==> config.mk <==
export PLATFORM = sky130hd
export DESIGN_NAME = fan_command_state_machine
export DESIGN_NICKNAME = d
export VERILOG_FILES = /design/src/rtl/fcsm_pkg.sv /design/src/rtl/fan_command_state_machine.sv /design/src/rtl/fcsm_next.sv
export VERILOG_INCLUDE_DIRS = /design/src /design/src/rtl
export SDC_FILE = /design/constraint.sdc
export NUM_CORES = 1
export LEC_CHECK = 0
export BUFFER_PORTS_ARGS = -buffer_cell sky130_fd_sc_hd__buf_2
export CAP_MARGIN = 20
export CORE_MARGIN = 2
export CORE_UTILIZATION = 55
export CTS_CLUSTER_SIZE = 28
export DETAILED_ROUTE_END_ITERATION = 8
export PLACE_DENSITY = 0.87
export SLEW_MARGIN = 15
export SYNTH_ARGS = -nofsm -noshare
export SYNTH_HDL_FRONTEND = slang
export SYNTH_SLANG_ARGS = --single-unit
==> constraint.sdc <==
create_clock -name clock -period 2.95 [get_ports clock]
set_clock_uncertainty 0.1 [all_clocks]
set_input_delay 0.59 -clock clock [delete_from_list [all_inputs] [get_ports clock]]
set_output_delay 0.59 -clock clock [all_outputs]
set_load 0.02 [all_outputs]
==> src/rtl/fan_command_state_machine_macros.svh <==
// ----------------------------------------------------------------------------
// fan command state machine assertion macros
// Wraps concurrent assertions so that they drop out of synthesis.
// ----------------------------------------------------------------------------
`ifndef FAN_COMMAND_STATE_MACHINE_MACROS_SVH
`define FAN_COMMAND_STATE_MACHINE_MACROS_SVH

`ifndef SYNTHESIS

// same cycle implication
`define FCSM_ASSERT_SAME(label, clk, rst, ante, cons) \
   label: assert property (@(posedge clk) disable iff (rst) (ante) |-> (cons)) \
      else $error("assertion failed: same cycle check");

// next cycle implication
`define FCSM_ASSERT_NEXT(label, clk, rst, ante, cons) \
   label: assert property (@(posedge clk) disable iff (rst) (ante) |=> (cons)) \
      else $error("assertion failed: next cycle check");

`else

`define FCSM_ASSERT_SAME(label, clk, rst, ante, cons)
`define FCSM_ASSERT_NEXT(label, clk, rst, ante, cons)

`endif

`endif

==> src/rtl/fcsm_pkg.sv <==
// ----------------------------------------------------------------------------
// fcsm_pkg
// Types and constants of the fan command state machine.
// ----------------------------------------------------------------------------
package fcsm_pkg;

   localparam logic [3:0] OP_ON         = 4'd0;
   localparam logic [3:0] OP_OFF        = 4'd1;
   localparam logic [3:0] OP_TOGGLE     = 4'd2;
   localparam logic [3:0] OP_SET_SPEED  = 4'd3;
   localparam logic [3:0] OP_CYCLE      = 4'd4;
   localparam logic [3:0] OP_SET_DIR    = 4'd5;
   localparam logic [3:0] OP_DIR_TOGGLE = 4'd6;
   localparam logic [3:0] OP_COMBINED   = 4'd7;
   localparam logic [3:0] OP_ESTOP      = 4'd8;
   localparam logic [3:0] OP_MODE       = 4'd9;
   localparam logic [3:0] OP_BUTTON     = 4'd10;

   localparam logic [1:0] DREQ_EXHAUST = 2'd1;
   localparam logic [1:0] DREQ_INTAKE  = 2'd2;

   localparam logic DIR_EXHAUST = 1'b0;
   localparam logic DIR_INTAKE  = 1'b1;
   localparam logic MODE_MANUAL = 1'b0;

   localparam logic [6:0] SPEED_20  = 7'd20;
   localparam logic [6:0] SPEED_40  = 7'd40;
   localparam logic [6:0] SPEED_60  = 7'd60;
   localparam logic [6:0] SPEED_80  = 7'd80;
   localparam logic [6:0] SPEED_100 = 7'd100;

   typedef struct packed {
      logic [3:0] operation;
      logic [7:0] speed_request;
      logic [1:0] direction_request;
      logic       mode_request;
      logic       button_is_speed;
      logic       button_is_hold;
   } req_type;

   typedef struct packed {
      logic signed [7:0] drive_level;
      logic              brake_pulse;
      logic              is_running;
      logic [6:0]        speed_now;
      logic              direction_now;
      logic              mode_now;
   } rsp_type;

   typedef struct packed {
      logic       run;
      logic [6:0] speed;
      logic       dir;
      logic       mode;
   } state_type;

endpackage

==> src/rtl/fan_command_state_machine.sv <==
// Path: an accepted item is held in the input register; the state update and drive
// mux are combinational; the result is registered when not stalled, shown on rsp_.
// Throughput: one item per cycle unless rsp_stall holds the output.
// Reset: clears both valid flags and sets the fan stopped, speed 20, exhaust,
// manual mode.
// ----------------------------------------------------------------------------
// fan_command_state_machine
// Fan motor command controller with input and result registers.
// ----------------------------------------------------------------------------
`include "fan_command_state_machine_macros.svh"

module fan_command_state_machine (
   input  logic              clock,
   input  logic              reset,
   input  logic              req_valid,
   output logic              req_stall,
   input  fcsm_pkg::req_type req_item,
   output logic              rsp_valid,
   input  logic              rsp_stall,
   output fcsm_pkg::rsp_type rsp_item
);

   logic                in_valid_ff;
   logic                in_valid_in;
   fcsm_pkg::req_type   in_item_ff;
   fcsm_pkg::req_type   in_item_in;
   fcsm_pkg::state_type state_ff;
   fcsm_pkg::state_type state_in;
   logic                rsp_valid_ff;
   logic                rsp_valid_in;
   fcsm_pkg::rsp_type   rsp_item_ff;
   fcsm_pkg::rsp_type   rsp_item_in;

   fcsm_pkg::state_type nxt_state;
   logic                nxt_brake;
   logic                advance;
   logic                fire;
   logic                take;
   logic [7:0]          mag;

   fcsm_next u_next (
      .req   (in_item_ff),
      .cur   (state_ff),
      .nxt   (nxt_state),
      .brake (nxt_brake)
   );

   assign advance = !rsp_valid_ff || !rsp_stall;
   assign fire    = in_valid_ff && advance;
   assign take    = req_valid && !req_stall;

   assign req_stall = in_valid_ff && !advance;
   assign rsp_valid = rsp_valid_ff;
   assign rsp_item  = rsp_item_ff;

   assign mag = {1'b0, nxt_state.speed};

   always_comb begin
      in_valid_in  = take ? 1'b1 : (fire ? 1'b0 : in_valid_ff);
      in_item_in   = take ? req_item : in_item_ff;
      state_in     = fire ? nxt_state : state_ff;
      rsp_valid_in = fire ? 1'b1 : (advance ? 1'b0 : rsp_valid_ff);
      rsp_item_in  = rsp_item_ff;
      if (fire) begin
         if (!nxt_state.run) begin
            rsp_item_in.drive_level = 8'sd0;
         end else if (nxt_state.dir == fcsm_pkg::DIR_INTAKE) begin
            rsp_item_in.drive_level = $signed(8'(-mag));
         end else begin
            rsp_item_in.drive_level = $signed(mag);
         end
         rsp_item_in.brake_pulse   = nxt_brake;
         rsp_item_in.is_running    = nxt_state.run;
         rsp_item_in.speed_now     = nxt_state.speed;
         rsp_item_in.direction_now = nxt_state.dir;
         rsp_item_in.mode_now      = nxt_state.mode;
      end
   end

   always_ff @(posedge clock) begin
      if (reset) begin
         in_valid_ff    <= 1'b0;
         rsp_valid_ff   <= 1'b0;
         state_ff.run   <= 1'b0;
         state_ff.speed <= fcsm_pkg::SPEED_20;
         state_ff.dir   <= fcsm_pkg::DIR_EXHAUST;
         state_ff.mode  <= fcsm_pkg::MODE_MANUAL;
      end else begin
         in_valid_ff  <= in_valid_in;
         rsp_valid_ff <= rsp_valid_in;
         state_ff     <= state_in;
      end
   end

   always_ff @(posedge clock) begin
      in_item_ff  <= in_item_in;
      rsp_item_ff <= rsp_item_in;
   end

   `FCSM_ASSERT_SAME(a_brake_stops, clock, reset, rsp_valid && rsp_item.brake_pulse, !rsp_item.is_running && rsp_item.drive_level == 8'sd0)
   `FCSM_ASSERT_SAME(a_stopped_no_drive, clock, reset, rsp_valid && !rsp_item.is_running, rsp_item.drive_level == 8'sd0)
   `FCSM_ASSERT_NEXT(a_state_holds, clock, reset, !fire, $stable(state_ff))
   `FCSM_ASSERT_SAME(a_speed_range, clock, reset, 1'b1, state_ff.speed != 7'd0 && state_ff.speed <= fcsm_pkg::SPEED_100)

endmodule

==> src/rtl/fcsm_next.sv <==
// ----------------------------------------------------------------------------
// fcsm_next
// Next state decode: maps button events and commands onto the fan state.
// ----------------------------------------------------------------------------
module fcsm_next (
   input  fcsm_pkg::req_type   req,
   input  fcsm_pkg::state_type cur,
   output fcsm_pkg::state_type nxt,
   output logic                brake
);

   function automatic logic [6:0] cycle_speed(input logic [6:0] spd);
      logic [6:0] res;
      if (spd < fcsm_pkg::SPEED_40) begin
         res = fcsm_pkg::SPEED_40;
      end else if (spd < fcsm_pkg::SPEED_60) begin
         res = fcsm_pkg::SPEED_60;
      end else if (spd < fcsm_pkg::SPEED_80) begin
         res = fcsm_pkg::SPEED_80;
      end else if (spd < fcsm_pkg::SPEED_100) begin
         res = fcsm_pkg::SPEED_100;
      end else begin
         res = fcsm_pkg::SPEED_20;
      end
      return res;
   endfunction

   function automatic logic apply_dir(input logic dir, input logic [1:0] dreq);
      logic res;
      res = dir;
      if (dreq == fcsm_pkg::DREQ_EXHAUST) begin
         res = fcsm_pkg::DIR_EXHAUST;
      end else if (dreq == fcsm_pkg::DREQ_INTAKE) begin
         res = fcsm_pkg::DIR_INTAKE;
      end
      return res;
   endfunction

   logic       spd_valid;
   logic       spd_over;
   logic [6:0] spd_clamped;

   assign spd_valid   = (req.speed_request != 8'd0) &&
                        (req.speed_request <= {1'b0, fcsm_pkg::SPEED_100});
   assign spd_over    = req.speed_request > {1'b0, fcsm_pkg::SPEED_100};
   assign spd_clamped = spd_over ? fcsm_pkg::SPEED_100 : req.speed_request[6:0];

   always_comb begin
      nxt   = cur;
      brake = 1'b0;
      unique case (req.operation)
         fcsm_pkg::OP_ON: begin
            nxt.run = 1'b1;
            if (req.speed_request != 8'd0) begin
               nxt.speed = spd_clamped;
            end
            nxt.dir = apply_dir(cur.dir, req.direction_request);
         end
         fcsm_pkg::OP_OFF: begin
            nxt.run = 1'b0;
         end
         fcsm_pkg::OP_TOGGLE: begin
            nxt.run = ~cur.run;
         end
         fcsm_pkg::OP_SET_SPEED: begin
            if (spd_valid) begin
               nxt.speed = req.speed_request[6:0];
               nxt.run   = 1'b1;
            end
         end
         fcsm_pkg::OP_CYCLE: begin
            nxt.speed = cycle_speed(cur.speed);
         end
         fcsm_pkg::OP_SET_DIR: begin
            nxt.dir = apply_dir(cur.dir, req.direction_request);
         end
         fcsm_pkg::OP_DIR_TOGGLE: begin
            nxt.dir = ~cur.dir;
         end
         fcsm_pkg::OP_COMBINED: begin
            if (spd_valid) begin
               nxt.speed = req.speed_request[6:0];
            end
            nxt.dir = apply_dir(cur.dir, req.direction_request);
            nxt.run = 1'b1;
         end
         fcsm_pkg::OP_ESTOP: begin
            nxt.run = 1'b0;
            brake   = 1'b1;
         end
         fcsm_pkg::OP_MODE: begin
            nxt.mode = req.mode_request;
         end
         fcsm_pkg::OP_BUTTON: begin
            if (!cur.run) begin
               nxt.run = 1'b1;
               if (req.button_is_hold) begin
                  nxt.speed = fcsm_pkg::SPEED_20;
                  nxt.dir   = req.button_is_speed ? fcsm_pkg::DIR_INTAKE
                                                  : fcsm_pkg::DIR_EXHAUST;
               end
            end else if (req.button_is_hold) begin
               nxt.run = 1'b0;
            end else if (req.button_is_speed) begin
               nxt.speed = cycle_speed(cur.speed);
            end else begin
               nxt.dir = ~cur.dir;
            end
         end
         default: begin
         end
      endcase
   end

endmodule

==> results of run 1 <==
-- cell type report --
cell class,instances,area share
clock buffers,6,0.0276
clock inverters,2,0.00459
inverters,14,0.0175
multi-input cells,167,0.374
flip-flops and latches,48,0.441
well taps,52,0.0217
repair buffers,59,0.114
-- registers in the layout (all words and copies together) (netlist names) --
register     cells
state_ff        10
rsp_valid        1
rsp_item        19
in_item_ff      17
in_valid_ff      1
-- timing repair --
action | CTS | global route
gates resized for setup | 0 | 5
buffers inserted | 0 | 3
endpoints found under the setup margin | 0 | 3
-- report_power, final --
part / total, mW / switching [mW] / internal, mW / leakage, nW
Clock: 0.410 / 0.218 / 0.192 / 0.0516
Combinational: 0.277 / 0.159 / 0.118 / 0.677
Sequential: 0.811 / 0.0371 / 0.774 / 0.446
Total: 1.50 / 0.414 / 1.08 / 1.17
-- worst max-delay path, cell delays in order, from the launching register on --
cell	delay, ps
edfxtp_1	430
or4_4	580
or4_4	460
o21ai_2	160
a21oi_1	100
o21ai_2	300
a41oi_1	210
xnor2_1	180
nor2_1	50
-- cells in the final DEF, fill, tap and decap left out, types with 3 or more instances in the layout --
cell type	count
a211o_1	4
a211oi_1	9
a21oi_1	14
a22oi_1	4
a31oi_1	3
a41oi_1	3
buf_2	41
buf_4	18
clkbuf_8	6
dfxtp_1	12
edfxtp_1	36
inv_1	13
nand2_1	8
nand2b_1	3
nand3_1	3
nor2_1	32
nor2b_1	5
nor3_1	10
o21a_1	4
o21ai_0	5
o22ai_1	3
or3_1	3
xnor2_1	5
-- worst paths after layout --
path	start	endpoint	slack, ps	cells after the start
max reg2reg	in_item_ff[6]$_DFFE_PP_	rsp_item[16]$_SDFFCE_PN0P_	150	8
max	in_item_ff[6]$_DFFE_PP_	rsp_item[16]$_SDFFCE_PN0P_	150	8
min	req_item[10]	in_item_ff[10]$_DFFE_PP_	350	1
min reg2reg	state_ff[0]$_SDFFE_PP0P_	state_ff[0]$_SDFFE_PP0P_	400	2
-- routing by layer --
metal	vias to the layer above	global-route usage	wire length [um]
li1	1026	-	-
met1	961	0.260	2080
met2	89	0.345	2550
met3	5	0.0506	340
met4	0	0.0839	54
met5	-	0	0
-- cells by family (layout without fill, tap and decap cells) --
| logic type | Yosys count | in the layout | synth area share |
|---|---|---|---|
| compound gates | 72 | 72 | 0.211 |
| xor+xnor | 5 | 5 | 0.0173 |
| fa+ha+maj | 1 | 1 | 0.00495 |
| buf+inv | 28 | 81 | 0.0441 |
| flops | 48 | 48 | 0.523 |
| mux | 1 | 1 | 0.00446 |
| simple gates | 88 | 88 | 0.196 |
-- stage by stage --
| stage | std cells | setup TNS, ps | instance area [um2] | util |
|---|---|---|---|---|
| final | 348 | 0 | 3000 | 0.683 |
| after global routing | 348 | -6.30 | 3000 | 0.683 |
| after CTS | 345 | 0 | 2950 | 0.672 |
| after detailed placement | 337 | 0 | 2850 | 0.650 |
| after global placement | 337 | 0 | 2850 | 0.650 |
| after floorplan | 243 | 0 | 2530 | - |
==> results.txt, run 1 <==
status - finished, final reports clean
Reg area - 1320 um2
CTS root buffer - clkbuf_8
final WL - 5030 um
Crit Path Max Fanout - 7
width of the chip - 71.8 um
ANT nets after route - 0
Tot Pwr - 1.50 mW
Final Slew Violations - 0
Setup WS post-layout - 153 ps
CTS Buf Count - 5
share of flip-flops with an asynchronous set or reset - 0
Rows - 24
DIE AREA - 5150 um2
area leader, netlist - edfxtp_1
GP Congestion - 0.931
DPL Wire Length - 3560 um
max_slew headroom - 0.638
# diodes - 0
via count - 2,081
Worst VDD drop - 0.410 mV
Placeable Area - 4380 um2
Detailed Routing Iterations Pass 1 - 5
later-pin clock latency in the skew report - 310 ps
crit path capture type - register
register area share after synthesis - 0.523
count leader, synth - edfxtp_1
Via density - 5.98
leak pwr - 1.17 nW
Synth warnings - 0
Crit Path Class - reg2reg
Nets - 317
Seq cells post-synth - 48
Slew @ Worst Pin - 542 ps
DRC viols - 0
Die Ht - 71.8 um
Setup crit start kind - register
Total GRT Usage - 0.207
Area Overhead vs Synth - 18.6%
fin crit share - 0.948
post-synth cell types - 63
Setup WS pre-CTS - 125 ps
multi-input combinational cell area - 1120 um2
final hold vios - 0
initial antenna violation count - 0
Critical Path RT - 2920 ps
Starting Density - 0.576
layout cell share with drive strength beyond 1 - 0.294
# Max-Cap Violations - 0
final setup vio count - 0
Filler Cells Inserted - 321
largest net degree at the start of global routing - 21
global-route wire length before repair - 8250 um
TritonCTS clock tree - built
hold crit path type - in2reg
Clock Path Buffers - 2
most instantiated cells after synthesis - edfxtp_1, nor2_1, a21oi_1
Sink Count - 48
fmax - 0.357 GHz
Cells after Synth - 243
htree depth - 2
synthesized cell area - 2530 um2
top cells by area, synth - edfxtp_1, dfxtp_1, nor2_1
Pwr per Cell Area - 500 nW/um2
Post-synth EDFFs - 36
syn_nets - 265
I/O pin count - 42
remaining global-route overflow - 0
Top FF cell, synth - edfxtp_1
post-synth top area share - 0.428
Clock transition at path regs - 90 ps
initial drt markers - 201
Final min period - 2800 ps
Routed WL per cell - 14.4 um
CTS hold repair buffers - 0
number of global-route vias before repair - 1,854
number of port buffers - 41
Arrival @ worst endpoint - 2770 ps
WHS - 352 ps
Mean Syn Cell Area - 10.4 um2
Power figures use the tool's default switching activity.
==> run 2: changes to the inputs <==
--- a/config.mk
+++ b/config.mk
@@ -9,10 +9,10 @@
 export BUFFER_PORTS_ARGS = -buffer_cell sky130_fd_sc_hd__buf_2
 export CAP_MARGIN = 20
 export CORE_MARGIN = 2
-export CORE_UTILIZATION = 55
+export CORE_UTILIZATION = 50
 export CTS_CLUSTER_SIZE = 28
 export DETAILED_ROUTE_END_ITERATION = 8
-export PLACE_DENSITY = 0.87
+export PLACE_DENSITY = 0.84
 export SLEW_MARGIN = 15
 export SYNTH_ARGS = -nofsm -noshare
 export SYNTH_HDL_FRONTEND = slang
==> constraint.sdc (replaced) <==
create_clock -name clock -period 2.45 [get_ports clock]
set_clock_uncertainty 0.1 [all_clocks]
set_input_delay 0.49 -clock clock [delete_from_list [all_inputs] [get_ports clock]]
set_output_delay 0.49 -clock clock [all_outputs]
set_load 0.02 [all_outputs]
==> results.txt, run 2 (synthesis results as in run 1) <==
status - complete, but fails checks
failing checks - setup timing
via count - 2,280 (+9.6%)
Final Slew Violations - 0 (unchanged)
Nets - 357 (+13%)
global-route wire length before repair - 9260 um (+12%)
number of flip-flops in the largest register - 19 (unchanged)
Starting Density - 0.528 (-0.0484)
final setup vio count - 10 (+10)
# Max-Cap Violations - 0 (unchanged)
Clock Path Buffers - 2 (unchanged)
Rows - 25 (+4.2%)
most common cell after layout, fill and taps aside - buf_4
DIE AREA - 5640 um2 (+9.4%)
Via density - 5.66 (-5.4%)
number of global-route vias before repair - 2,050 (+11%)
Detailed Routing Iterations Pass 1 - 5 (unchanged)
Clock transition at path regs - 100 ps (about the same)
placed cells - 390 (+16%)
DRC viols - 0 (unchanged)
Tot Pwr - 1.89 mW (+26%)
final WL - 5720 um (+14%)
Sink Count - 48 (unchanged)
initial antenna violation count - 0 (unchanged)
GP Congestion - 0.907 (-2.6%)
WHS - 241 ps (-111 ps)
crit path capture type - register
commonest cells after routing, fill and taps aside - buf_4, buf_2, edfxtp_1
reg2reg path depth - 9 (+1)
hold depth - 1 (unchanged)
number of port buffers - 41 (unchanged)
Setup TNS - -1650 ps (-1650 ps)
Placeable Area - 4790 um2 (+9.2%)
Total GRT Usage - 0.219 (+0.0124)
Critical Path RT - 2420 ps (-500 ps)
max_slew headroom - 0.688 (+0.0494)
Non-Filler Instances - 403 (+16%)
htree depth - 2 (unchanged)
ANT nets after route - 0 (unchanged)
later-pin clock latency in the skew report - 310 ps (about the same)
final hold vios - 0 (unchanged)
hold crit path type - in2reg
Die Ht - 75.1 um (+4.6%)
remaining global-route overflow - 0 (unchanged)
fmax - 0.368 GHz (+2.9%)
RSZ-0062 raised after global routing - yes
CTS root buffer - clkbuf_8
Pwr per Cell Area - 555 nW/um2 (+11%)
Crit Path Max Fanout - 7 (unchanged)
# diodes - 0 (unchanged)
TritonCTS clock tree - built
Setup WS post-layout - -269 ps (-422 ps)
leak pwr - 1.39 nW (+18%)
initial drt markers - 183 (-9.0%)
Worst VDD drop - 0.473 mV (+15%)
width of the chip - 75.1 um (+4.6%)
Routed WL per cell - 14.2 um (-1.6%)
Final min period - 2720 ps (-78.5 ps)
Arrival @ worst endpoint - 2690 ps (-80 ps)
Area Overhead vs Synth - 34.8%
DPL Wire Length - 4080 um (+15%)
CTS Buf Count - 5 (unchanged)
Crit Path Class - reg2reg
fin crit share - 1.11 (+0.161)
largest net degree at the start of global routing - 18 (-14%)
I/O pin count - 42 (unchanged)
Slew @ Worst Pin - 462 ps (-79.5 ps)
Setup crit start kind - register
layout cell share with drive strength beyond 1 - 0.420 (+0.126)
-- run 2: cell count changes in the layout (fill, tap and decap cells not counted), sizes merged --
cell    before  now
clkbuf       6    5
clkinv       1    2
buf         59   99
-- run 2: path summary, 6_finish.rpt --
check,slack [ps],to,start
hold / removal,240,in_item_ff[15]$_DFFE_PP_,req_item[15]
setup / recovery,-270,rsp_item[15]$_SDFFCE_PN0P_,in_item_ff[11]$_DFFE_PP_
setup reg to reg,-270,rsp_item[15]$_SDFFCE_PN0P_,in_item_ff[11]$_DFFE_PP_
hold reg to reg,410,state_ff[0]$_SDFFE_PP0P_,state_ff[0]$_SDFFE_PP0P_
-- run 2: area by class of cell --
type                       count  area (um2)
clock buffer                   5        68.8
clock inverter                 3        17.5
fill                         331        1380
inverter                      14        57.6
multi-input combinational    167        1200
sequential                    48        1320
tap                           67        83.8
timing repair buffer          99         659
-- run 2: repair_timing --
action | in CTS | in global routing
gates resized for setup | 9 | 19
endpoints found under the setup margin | 11 | 15
pin swaps | 7 | 7
hold buffers | 0 | 0
setup buffers | 2 | 4
-- run 2: metrics by stage --
stage / utilization / setup slack [ps] / instance area [um2]
global placement: 0.661 / -199 / 3160
global route: 0.711 / -429 / 3400
detailed placement: 0.661 / -228 / 3160
finish: 0.711 / -269 / 3400
floorplan: - / -167 / 2530
CTS: 0.688 / -200 / 3290
-- run 2: critical path: stages (launching register included) --
cell and delay [ps]:
edfxtp_1 390, or4_4 590, or4_4 480, o21ai_4 170, a21oi_2 80, o21ai_2 160
buf_6 160, a21oi_1 90, xnor2_1 210, nor2_1 60
-- run 2: report_power, final --
| part | switching, mW | internal [mW] | leakage [nW] | total [mW] |
|---|---|---|---|---|
| clock | 0.277 | 0.200 | 0.0460 | 0.477 |
| combinational | 0.242 | 0.206 | 0.895 | 0.447 |
| sequential | 0.0320 | 0.932 | 0.446 | 0.964 |
| total | 0.551 | 1.34 | 1.39 | 1.89 |
-- run 2: per-layer routing --
metal / GRT usage / share of wire / routed length, um / vias to the layer above
li1: - / - / - / 1103
met2: 0.368 / 0.51 / 2940 / 96
met3: 0.0455 / 0.051 / 290 / 13
met4: 0.0774 / 0.017 / 99 / 0
met1: 0.282 / 0.42 / 2400 / 1068
met5: 0 / 0 / 0 / -
==> run 3: changes to the inputs <==
--- a/config.mk
+++ b/config.mk
@@ -9,10 +9,10 @@
 export BUFFER_PORTS_ARGS = -buffer_cell sky130_fd_sc_hd__buf_2
 export CAP_MARGIN = 20
 export CORE_MARGIN = 2
-export CORE_UTILIZATION = 50
-export CTS_CLUSTER_SIZE = 28
+export CORE_UTILIZATION = 55
+export CTS_CLUSTER_SIZE = 25
 export DETAILED_ROUTE_END_ITERATION = 8
-export PLACE_DENSITY = 0.84
+export PLACE_DENSITY = 0.87
 export SLEW_MARGIN = 15
 export SYNTH_ARGS = -nofsm -noshare
 export SYNTH_HDL_FRONTEND = slang
==> constraint.sdc (replaced) <==
create_clock -name clock -period 2.9 [get_ports clock]
set_clock_uncertainty 0.1 [all_clocks]
set_input_delay 0.58 -clock clock [delete_from_list [all_inputs] [get_ports clock]]
set_output_delay 0.58 -clock clock [all_outputs]
set_load 0.02 [all_outputs]
==> results.txt, run 3 (synthesis results as in run 1) <==
status - complete, but fails checks
failing checks - setup timing
Rows - 24 (-4.0%)
remaining global-route overflow - 0 (unchanged)
DRC viols - 0 (unchanged)
final setup vio count - 1 (-9)
DIE AREA - 5150 um2 (-8.6%)
max_slew headroom - 0.588 (-0.100)
Total GRT Usage - 0.227 (+0.00702)
Filler Cells Inserted - 308 (-6.9%)
fmax - 0.344 GHz (-6.5%)
Pwr per Cell Area - 549 nW/um2 (-0.96%)
multi-input combinational cell area - 1150 um2 (-3.8%)
Worst VDD drop - 0.683 mV (+44%)
Crit Path Max Fanout - 10 (+3)
most common cell after layout, fill and taps aside - buf_2
layout cell share with drive strength beyond 1 - 0.326 (-0.0940)
Setup WS pre-CTS - 127 ps (+355 ps)
TritonCTS clock tree - built
Setup crit start kind - register
final WL - 5740 um (+0.19%)
Sink Count - 48 (unchanged)
ANT nets after route - 0 (unchanged)
hold depth - 1 (unchanged)
reg2reg end - rsp_item[16]$_SDFFCE_PN0P_
DPL Wire Length - 3770 um (-7.7%)
RSZ-0062 raised after global routing - yes
Arrival @ worst endpoint - 2870 ps (+180 ps)
Clock Path Buffers - 2 (unchanged)
Routed WL per cell - 16.1 um (+13%)
Final Slew Violations - 0 (unchanged)
worst reg2reg setup slack - -6 ps (+260 ps)
htree depth - 2 (unchanged)
Nets - 325 (-9.0%)
width of the chip - 71.8 um (-4.4%)
Via density - 6.18 (+9.2%)
global-route wire length before repair - 9070 um (-2.0%)
reg2reg path depth - 11 (+2)
GP Congestion - 0.921 (+1.5%)
commonest cells after routing, fill and taps aside - buf_2, edfxtp_1, nor2_1
number of global-route vias before repair - 1,920 (-6.3%)
Tot Pwr - 1.72 mW (-8.6%)
CTS Buf Count - 5 (unchanged)
Slew @ Worst Pin - 610 ps (+147 ps)
Critical Path RT - 2870 ps (+450 ps)
CTS hold repair buffers - 0 (unchanged)
Worst Hold End - in_item_ff[15]$_DFFE_PP_
Die Ht - 71.8 um (-4.4%)
Worst Min Path Start - req_item[15]
CP max stage cell - nor4b_1
fin crit share - 1.00 (-0.108)
number of flip-flops in the largest register - 19 (unchanged)
initial antenna violation count - 0 (unchanged)
Detailed Routing Iterations Pass 1 - 4 (-1)
# Max-Cap Violations - 0 (unchanged)
initial drt markers - 220 (+20%)
crit path capture type - register
Reg area - 1320 um2 (unchanged)
largest net degree at the start of global routing - 21 (+3)
CP most frequent cell - buf_4
Area Overhead vs Synth - 24.3%
Worst path max stage delay - 580 ps (about the same)
Clock transition at path regs - 100 ps (about the same)
leak pwr - 1.24 nW (-11%)
RR Startpoint - in_item_ff[14]$_DFFE_PP_
later-pin clock latency in the skew report - 310 ps (about the same)
crit path from - in_item_ff[14]$_DFFE_PP_
Crit Path Class - reg2reg
Final min period - 2910 ps (+188 ps)
I/O pin count - 42 (unchanged)
Setup WS post-layout - -6.40 ps (+262 ps)
Placeable Area - 4380 um2 (-8.4%)
number of port buffers - 41 (unchanged)
worst path cell trace - buf_4 > buf_4 > nor4b_1 > nor2_1 > o21ai_0 > a22o_1 > a222oi_1 > buf_4 > a41oi_1 > xnor2_1 > nor2_1
Starting Density - 0.576 (+0.0484)
final hold vios - 0 (unchanged)
CTS root buffer - clkbuf_8
# diodes - 0 (unchanged)
via count - 2,200 (-3.5%)
hold crit path type - in2reg
[run 3: cell types whose count changed in the layout (fill, tap and decap cells not counted), moves of 2 or more]
cell	before	now
a211oi_1	7	9
a211oi_2	3	1
buf_4	53	25
buf_6	5	0
bufinv_16	0	2
inv_1	10	13
inv_4	2	0
nor2_1	30	32
nor2_2	2	0
[run 3: repair_timing]
item,in CTS,in global routing
resized for setup,0,11
endpoints found under the setup margin,0,4
setup buffers,0,9
hold endpoints to repair,0,0
[run 3: routing by layer]
metal | vias to the layer above | share of wire | GRT usage
li1 | 1039 | - | -
met2 | 108 | 0.49 | 0.359
met1 | 1038 | 0.42 | 0.291
met5 | - | 0 | 0
met3 | 15 | 0.061 | 0.0563
met4 | 0 | 0.032 | 0.111
[run 3: final cells by class]
class | count | area share
Sequential cell | 48 | 0.421
Multi-Input combinational cell | 167 | 0.367
Timing Repair Buffer | 67 | 0.131
Tap cell | 52 | 0.0207
Inverter | 14 | 0.0167
Clock inverter | 3 | 0.0219
Clock buffer | 5 | 0.0219
[run 3: critical path: cells and delay by family (launching register included)]
family | cells | cell delay [ps]
flip-flops | 1 | 490
AND/OR/NAND/NOR | 3 | 780
AO/OA/AOI/OAI | 4 | 630
XOR/XNOR | 1 | 160
buffers and inverters | 3 | 530
[run 3: worst max-delay path by stage]
| stage | endpoint | slack (ps) | cells after the start |
|---|---|---|---|
| after floorplan | rsp_item[17]$_SDFFCE_PN0P_ | 240 | 10 |
| after global placement | rsp_item[16]$_SDFFCE_PN0P_ | 190 | 8 |
| after detailed placement | rsp_item[17]$_SDFFCE_PN0P_ | 130 | 10 |
| after CTS | rsp_item[17]$_SDFFCE_PN0P_ | 70 | 11 |
| after global routing | rsp_item[18]$_SDFFCE_PN0P_ | -70 | 8 |
| final | rsp_item[16]$_SDFFCE_PN0P_ | -6 | 11 |
[run 3: per-stage QoR]
stage	cell area, um2	util	TNS [ps]	hold WS (ps)	std cells
floorplan	2530	-	0	370	243
global placement	2880	0.656	0	381	339
detailed placement	2880	0.656	0	404	339
CTS	3020	0.688	0	338	347
global route	3140	0.716	-168	320	356
finish	3140	0.716	-6.40	337	356
[run 3: power by group]
part,switching (mW),internal [mW]
Sequential,0.0380,0.787
Clock,0.239,0.347
Combinational,0.181,0.132
